### src/rtl/smeu_pkg.sv
package smeu_pkg;

    localparam int STACK_DEPTH = 64;
    localparam int LOCAL_COUNT = 64;
    localparam int PC_WIDTH    = 16;
    localparam int SP_W        = $clog2(STACK_DEPTH + 1);
    localparam int SA_W        = $clog2(STACK_DEPTH);
    localparam int LA_W        = (LOCAL_COUNT > 1) ? $clog2(LOCAL_COUNT) : 1;

    localparam logic [4:0] OP_DUP    = 5'd0;
    localparam logic [4:0] OP_POP    = 5'd1;
    localparam logic [4:0] OP_ADD    = 5'd2;
    localparam logic [4:0] OP_SUB    = 5'd3;
    localparam logic [4:0] OP_MUL    = 5'd4;
    localparam logic [4:0] OP_DIV    = 5'd5;
    localparam logic [4:0] OP_POW    = 5'd6;
    localparam logic [4:0] OP_CJUMP  = 5'd7;
    localparam logic [4:0] OP_LOAD   = 5'd8;
    localparam logic [4:0] OP_STORE  = 5'd9;
    localparam logic [4:0] OP_JUMP   = 5'd10;
    localparam logic [4:0] OP_RJUMP  = 5'd11;
    localparam logic [4:0] OP_CRJUMP = 5'd12;
    localparam logic [4:0] OP_EQ     = 5'd13;
    localparam logic [4:0] OP_LT     = 5'd14;
    localparam logic [4:0] OP_AND    = 5'd15;
    localparam logic [4:0] OP_OR     = 5'd16;
    localparam logic [4:0] OP_NOT    = 5'd17;
    localparam logic [4:0] OP_LIT    = 5'd18;

    localparam logic [2:0] ST_OK     = 3'd0;
    localparam logic [2:0] ST_UNDER  = 3'd1;
    localparam logic [2:0] ST_OVER   = 3'd2;
    localparam logic [2:0] ST_DIVZ   = 3'd3;
    localparam logic [2:0] ST_BADIDX = 3'd4;

    localparam logic [1:0] AL_DIV = 2'd0;
    localparam logic [1:0] AL_POW = 2'd1;

    typedef struct packed {
        logic [4:0]         kind;
        logic signed [31:0] literal_value;
    } in_item_t;

    typedef struct packed {
        logic signed [31:0] top_value;
        logic [6:0]         depth;
        logic [15:0]        next_pc;
        logic               branch_taken;
        logic [2:0]         status;
    } out_item_t;

    typedef struct packed {
        logic       start;
        logic [1:0] op;
    } alu_ctl_t;

endpackage

### src/rtl/smeu_alu.sv
// Iterative divide (restoring, 1 bit/cycle) and power (square-and-multiply).
module smeu_alu
    import smeu_pkg::*;
(
    input  logic        clk,
    input  logic        rst_n,
    input  alu_ctl_t    ctl,
    input  logic [31:0] opa,
    input  logic [31:0] opb,
    output logic        done,
    output logic [31:0] result
);

    logic        busy_reg, busy_next;
    logic [1:0]  op_reg, op_next;
    logic [5:0]  cnt_reg, cnt_next;
    logic        phase_reg, phase_next;
    logic [31:0] x_reg, x_next;
    logic [31:0] y_reg, y_next;
    logic [31:0] acc_reg, acc_next;
    logic        neg_reg, neg_next;
    logic        done_reg, done_next;
    logic [31:0] res_reg, res_next;
    logic [32:0] trial;
    logic [31:0] rem_sh;
    logic [31:0] qfin;
    logic [31:0] prod;
    logic [31:0] mul_a, mul_b;

    always_comb
    begin
        mul_a = phase_reg ? x_reg : acc_reg;
        mul_b = x_reg;
        prod  = mul_a * mul_b;
    end

    always_comb
    begin
        busy_next  = busy_reg;
        op_next    = op_reg;
        cnt_next   = cnt_reg;
        phase_next = phase_reg;
        x_next     = x_reg;
        y_next     = y_reg;
        acc_next   = acc_reg;
        neg_next   = neg_reg;
        done_next  = 1'b0;
        res_next   = res_reg;
        rem_sh     = {acc_reg[30:0], x_reg[31]};
        trial      = {1'b0, rem_sh} - {1'b0, y_reg};
        qfin       = 32'd0;
        if (ctl.start)
        begin
            busy_next  = 1'b1;
            op_next    = ctl.op;
            cnt_next   = 6'd0;
            phase_next = 1'b0;
            if (ctl.op == AL_DIV)
            begin
                // opa divisor, opb dividend
                x_next   = opb[31] ? (32'd0 - opb) : opb;
                y_next   = opa[31] ? (32'd0 - opa) : opa;
                neg_next = opa[31] ^ opb[31];
                acc_next = 32'd0;
            end
            else
            begin
                // opa base, opb exponent
                x_next   = opa;
                y_next   = opb;
                acc_next = 32'd1;
                neg_next = 1'b0;
            end
        end
        else if (busy_reg)
        begin
            if (op_reg == AL_DIV)
            begin
                if (!trial[32])
                begin
                    acc_next = trial[31:0];
                end
                else
                begin
                    acc_next = rem_sh;
                end
                x_next   = {x_reg[30:0], ~trial[32]};
                cnt_next = cnt_reg + 6'd1;
                if (cnt_reg == 6'd31)
                begin
                    qfin      = {x_reg[30:0], ~trial[32]};
                    busy_next = 1'b0;
                    done_next = 1'b1;
                    res_next  = neg_reg ? (32'd0 - qfin) : qfin;
                end
            end
            else if (y_reg[31])
            begin
                busy_next = 1'b0;
                done_next = 1'b1;
                if (x_reg == 32'd1)
                begin
                    res_next = 32'd1;
                end
                else if (x_reg == 32'hFFFF_FFFF)
                begin
                    res_next = y_reg[0] ? 32'hFFFF_FFFF : 32'd1;
                end
                else
                begin
                    res_next = 32'd0;
                end
            end
            else if (y_reg == 32'd0)
            begin
                busy_next = 1'b0;
                done_next = 1'b1;
                res_next  = acc_reg;
            end
            else if (!phase_reg)
            begin
                if (y_reg[0])
                begin
                    acc_next = prod;
                end
                phase_next = 1'b1;
            end
            else
            begin
                x_next     = prod;
                y_next     = {1'b0, y_reg[31:1]};
                phase_next = 1'b0;
            end
        end
    end

    always_ff @(posedge clk or negedge rst_n)
    begin
        if (!rst_n)
        begin
            busy_reg <= 1'b0;
            done_reg <= 1'b0;
        end
        else
        begin
            busy_reg <= busy_next;
            done_reg <= done_next;
        end
    end

    always_ff @(posedge clk)
    begin
        op_reg    <= op_next;
        cnt_reg   <= cnt_next;
        phase_reg <= phase_next;
        x_reg     <= x_next;
        y_reg     <= y_next;
        acc_reg   <= acc_next;
        neg_reg   <= neg_next;
        res_reg   <= res_next;
    end

    assign done   = done_reg;
    assign result = res_reg;

    a_no_restart: assert property (@(posedge clk) disable iff (!rst_n)
        busy_reg |-> !ctl.start) else $error("alu restarted while busy");
    a_done_idle: assert property (@(posedge clk) disable iff (!rst_n)
        done_reg |-> !busy_reg) else $error("alu done while busy");
    a_done_after: assert property (@(posedge clk) disable iff (!rst_n)
        done_reg |-> $past(busy_reg)) else $error("alu done without work");

endmodule

### config.mk
export PLATFORM = sky130hd
export DESIGN_NAME = smeu_alu
export DESIGN_NICKNAME = d
export VERILOG_FILES = /design/src/rtl/smeu_pkg.sv /design/src/rtl/smeu_alu.sv
export SDC_FILE = /design/constraint.sdc
export NUM_CORES = 2
export LEC_CHECK = 0
export BUFFER_PORTS_ARGS = -buffer_cell sky130_fd_sc_hd__buf_4
export CELL_PAD_IN_SITES_DETAIL_PLACEMENT = 0
export CELL_PAD_IN_SITES_GLOBAL_PLACEMENT = 1
export CORE_UTILIZATION = 55
export CTS_CLUSTER_DIAMETER = 40
export DETAILED_ROUTE_END_ITERATION = 10
export GPL_TIMING_DRIVEN = 0
export PLACE_DENSITY = 0.86
export REMOVE_ABC_BUFFERS = 1
export SLEW_MARGIN = 40
export SYNTH_ARGS = -nofsm -noshare
export SYNTH_HDL_FRONTEND = slang
export SYNTH_SLANG_ARGS = --single-unit
export TNS_END_PERCENT = 50
### constraint.sdc
create_clock -name clk -period 24.7 [get_ports clk]
set_input_delay 1.235 -clock clk [delete_from_list [all_inputs] [get_ports clk]]
set_output_delay 1.235 -clock clk [all_outputs]
set_load 0.01 [all_outputs]
# After elaboration in Yosys (flattened, before gate mapping)
# Index checks and enable logic that the tools add are counted.
# classes
reduce_logical,15
n_lt_le_gt_ge,0
n_bitwise,6
mux,47
n_mul,1
div,0
n_eq_ne,10
add_sub_neg,5
shift,0
# ops
operator,n
$mux W32,31
$sub A1 B32 Y32 const A,3
$mux W31,2
$sub A32 B32 Y33,1
$eq A32 B1 Y1 const B,1
$eq A32 B32 Y1 const B,1
$logic_not A32 Y1,1
$mul A32 B32 Y32,1
$mux W1,14
$reduce_and A4 Y1,3
$reduce_and A5 Y1,2
$reduce_bool A3 Y1,3
$add A6 B1 Y6 const B,1
$eq A6 B5 Y1 const B,1
$ne A2 B2 Y1 const B,3
$ne A3 B2 Y1 const B,2
$not A1 Y1,5
$logic_not A2 Y1,2
$reduce_and A2 Y1,2
$reduce_bool A2 Y1,2
$ne A3 B3 Y1 const B,1
$ne A2 B1 Y1 const B,1
$xor A1 B1 Y1,1
# word_totals
n_memories,0
mem_bits_rw,0
latchBits,0
out_inout_bits,33
register_bits,140
romBits,0

# Depth between registers and ports, before layout
# logic_depth
ltp_word,9
mapped_depth,31

# Worst setup path before layout
# OpenSTA, ideal clock, no wires.
# synth_path
path_kind,register -> register
start,reg phase_reg
end,"reg acc_reg[30], data pin"
slack_ps,16782
required_ps,24493
synth_period_minus_slack_ps,7918
n_path_buf,3
arrival_time_ps,7711
setup_ps,207
path_stages_with_launch,29
cell_sequence,dfxtp_1 -> clkbuf_1 -> buf_2 -> mux2_2 -> clkbuf_1 -> and2_1 -> fa_1 -> fa_1 -> fa_1 -> inv_1 -> fa_1 -> inv_1 -> fa_1 -> inv_1 -> fa_1 -> inv_1 -> fa_1 -> fa_1 -> ha_1 -> a21o_1 -> a21o_1 -> a21oi_1 -> o21ai_0 -> a2111oi_1 -> o31ai_1 -> and2_1 -> a32oi_1 -> nor2_1 -> a2111oi_0
# synth_via
elab_chain_len,9
# synth_rtl
item,line,text
start: declaration,smeu_alu.sv:17,"logic phase_reg, phase_next;"
start signal: assignment,smeu_alu.sv:155,phase_reg <= phase_next;
$mux W32,smeu_alu.sv:32,mul_a = phase_reg ? x_reg : acc_reg;
$mul A32 B32 Y32,smeu_alu.sv:34,prod = mul_a * mul_b;
$mux W32,smeu_alu.sv:122,if (y_reg[0])
$mux W32,smeu_alu.sv:120,else if (!phase_reg)
$mux W32,smeu_alu.sv:114,else if (y_reg == 32'd0)
$mux W32,smeu_alu.sv:97,else if (y_reg[31])
$mux W32,smeu_alu.sv:77,if (op_reg == AL_DIV)
$mux W32,smeu_alu.sv:75,else if (busy_reg)
$mux W32,smeu_alu.sv:52,if (ctl.start)
end signal: assignment,smeu_alu.sv:158,acc_reg <= acc_next;
end: declaration,smeu_alu.sv:20,"logic [31:0] acc_reg, acc_next;"
# No other way between the ends. The select of a mux whose other input is x is not followed.
# A chain may end at the register's enable or synchronous reset.

# Final worst setup path
# layout_path
start,reg x_reg[8] (netlist: mul_b[8])
end,"reg acc_reg[30], data pin"
# layout_via
elab_chain_len,9
# layout_rtl
item,line,text
start: declaration,smeu_alu.sv:18,"logic [31:0] x_reg, x_next;"
start signal: assignment,smeu_alu.sv:156,x_reg <= x_next;
$mux W32,smeu_alu.sv:32,
$mul A32 B32 Y32 *,smeu_alu.sv:34,
$mux W32 *,smeu_alu.sv:122,
$mux W32 *,smeu_alu.sv:120,
$mux W32 *,smeu_alu.sv:114,
$mux W32 *,smeu_alu.sv:97,
$mux W32 *,smeu_alu.sv:77,
$mux W32 *,smeu_alu.sv:75,
$mux W32 *,smeu_alu.sv:52,
# Every way passes the cells marked *; elsewhere a longest branch is shown, timed or not. The select of a mux whose other input is x is not followed.

==> flow_summary.json <==
{
  "outcome": "finished clean",
  "synthTopCellsByArea": "fa_1 31%, edfxtp_1 15%, ha_1 7.4%",
  "worst-r2r-cell-count": 28,
  "clock-sinks": 140,
  "wl_um": 79800,
  "cpLargestDelayFamily": "adder cells",
  "synth-seq-cells": 140,
  "final_cell_area_um2": 28900,
  "synthArstFlopShare_pct": 1.43,
  "wl_per_cell_um": 22.0,
  "cts_max_level": 4,
  "nets": 3642,
  "synth.top_cell.area_share_pct": 30.5,
  "drc": 0,
  "critPathRequiredTime_ns": 24.91,
  "setup_violations": 0,
  "clock_skew_ns": 0.00995,
  "core.rowCount": 80,
  "ys_warn_count": 0,
  "worstSetupEndpointType": "register",
  "syn-mean-instance-area_um2": 8.87,
  "netlist_area_um2": 26800,
  "ant_nets": 0,
  "cp_max_fo": 23,
  "slowest_stage": "edfxtp_1",
  "min_path_type": "reg -> reg",
  "clk_pin_slew_worst_paths_ns": 0.06,
  "final_hold_viol_count": 0,
  "maxSlewViolCount": 0,
  "worstHoldPathCells": 2,
  "track_usage_pct": 33.4,
  "die_y_um": 223,
  "grt_pass1_wl_um": 127000,
  "synth-main-ff-cell": "edfxtp_1",
  "port-buffer-count": 101,
  "hold_buffers": 0,
  "vias": 21562,
  "routabilityCongestion": 0.939,
  "n_antenna_cell": 0,
  "tightest_slew_ns": 0.902,
  "clk_latency_ns": 0.45,
  "drive_above_1_share_pct": 8.42,
  "cap_viol_max_count": 0,
  "grt-ovfl-total": 0,
  "avgViaCountPerCell": 5.94,
  "synth_edf_count": 131,
  "path_common_cell": "fa_1",
  "worst-path-stages": 28,
  "finalSetupTns_ns": 0,
  "fin_crit_sh_pct": 36.8,
  "initial_core_util_pct": 55.9,
  "crit_buf_inv": 7,
  "firstDrtPassIters": 6,
  "numCtsBuffers": 17,
  "arrival_ns": 9.30,
  "worst_setup_path_start_kind": "register",
  "rsz0062_at_grt": "false",
  "fin_crit_ns": 9.08,
  "max_stage_delay_ns": 0.66,
  "mostFrequentLayoutCell": "inv_1",
  "synth.largest_area_cell": "fa_1",
  "synthDistinctLibCells": 79,
  "dieArea_um2": 49600,
  "synth_cells": 3023,
  "grt_pass1_vias": 22536,
  "core_area_um2": 47900,
  "critical_path_class": "reg -> reg",
  "antenna_found_initial": 0,
  "placed_area_um2": 28400,
  "drt-initial-drc-count": 1957,
  "hpwl_um": 63100,
  "post_cts_buffers": 0,
  "cts_tree": "done",
  "cts_resized": 0,
  "clk_path_buf_depth": 2,
  "synth_seq_area_share_pct": 15.4,
  "fmax_ghz": 0.110,
  "grt_max_degree": 123,
  "top_level_ports": 102,
  "root_buffer": "clkbuf_16",
  "relSlewSlack_pct": 39.8,
  "mostFrequentLayoutCells": "427 x inv_1, 409 x fa_1, 378 x nand2_1",
  "syn_to_final_growth_pct": 7.98,
  "fp.dieW_um": 223
}
[cells by family (layout without fill, tap and decap cells)]
kind of cell               count (synthesis)  count (layout)  share of synthesized area (%)
xor gates and xnor gates                 196             196                           6.45
muxes                                     44              44                           1.78
AOI/OAI and AO/OA                        487             487                           11.6
buffers and inverters                    622             617                           8.85
adders and majority gates                568             568                           38.0
and+or+nand+nor                          966             966                           18.0
DFF                                      140             140                           15.4
[metal layers]
metal	vias to the layer above	track usage [%]	routed length [um]
li1	9683	-	-
met1	10792	44.9	33100
met2	953	55.3	37900
met3	134	4.76	6270
met4	0	11.8	2570
met5	-	0	0
[area by class of cell]
class / instances / area (um2)
clock inverters: 15 / 134
flip-flops and latches: 140 / 4130
clock buffers: 17 / 425
repair buffers: 154 / 1500
inverters: 431 / 1620
multi-input cells: 2261 / 20400
fillers: 4162 / 19000
well taps: 615 / 769
[cell usage after synthesis, types with 8 or more instances]
library cell,number
inv_1,430
fa_1,409
nand2_1,378
and2_1,304
clkbuf_1,167
ha_1,159
edfxtp_1,131
a21oi_1,129
nor2_1,119
o21ai_0,119
xor2_1,99
xnor2_1,96
o211ai_1,41
a21o_1,35
o31ai_1,31
mux2_2,30
a31oi_1,26
o21a_1,21
or3_1,21
nand3_1,20
nand2b_1,19
nand4_1,17
nor3_1,16
buf_1,15
or4_1,15
a211oi_1,14
mux2i_1,14
nor2b_1,12
nor4_1,12
a311oi_1,8
o41ai_1,8
or2_2,8
[path summary, 6_finish.rpt]
check,start,endpoint,slack (ns)
worst max-delay path,mul_b[8],acc_reg[30],15.62
worst min-delay path,cnt_reg[5],cnt_reg[5],0.50
worst max register to register,mul_b[8],acc_reg[30],15.62
worst min register to register,cnt_reg[5],cnt_reg[5],0.50
max in group asynchronous,rst_n,done,24.05
min in group asynchronous,rst_n,busy_reg,0.56
[worst min-delay path: stages, from the launching register on]
cell	delay (ns)
dfxtp_1	0.32
o21ai_0	0.08
a21oi_1	0.06
[through the flow]
stage	setup slack (ns)	hold WS, ns	utilization (%)	instances
final	15.62	0.497	60.4	3633
after floorplan	16.14	0.447	-	2832
after global placement	14.41	0.461	57.5	3548
after detailed placement	15.77	0.480	59.1	3599
after CTS	15.67	0.489	60.3	3631
after global routing	15.25	0.516	60.4	3633
Power is left out: the tool's default activity adds up to more than one toggle a clock period on the data nets, which glitch-free logic cannot reach.
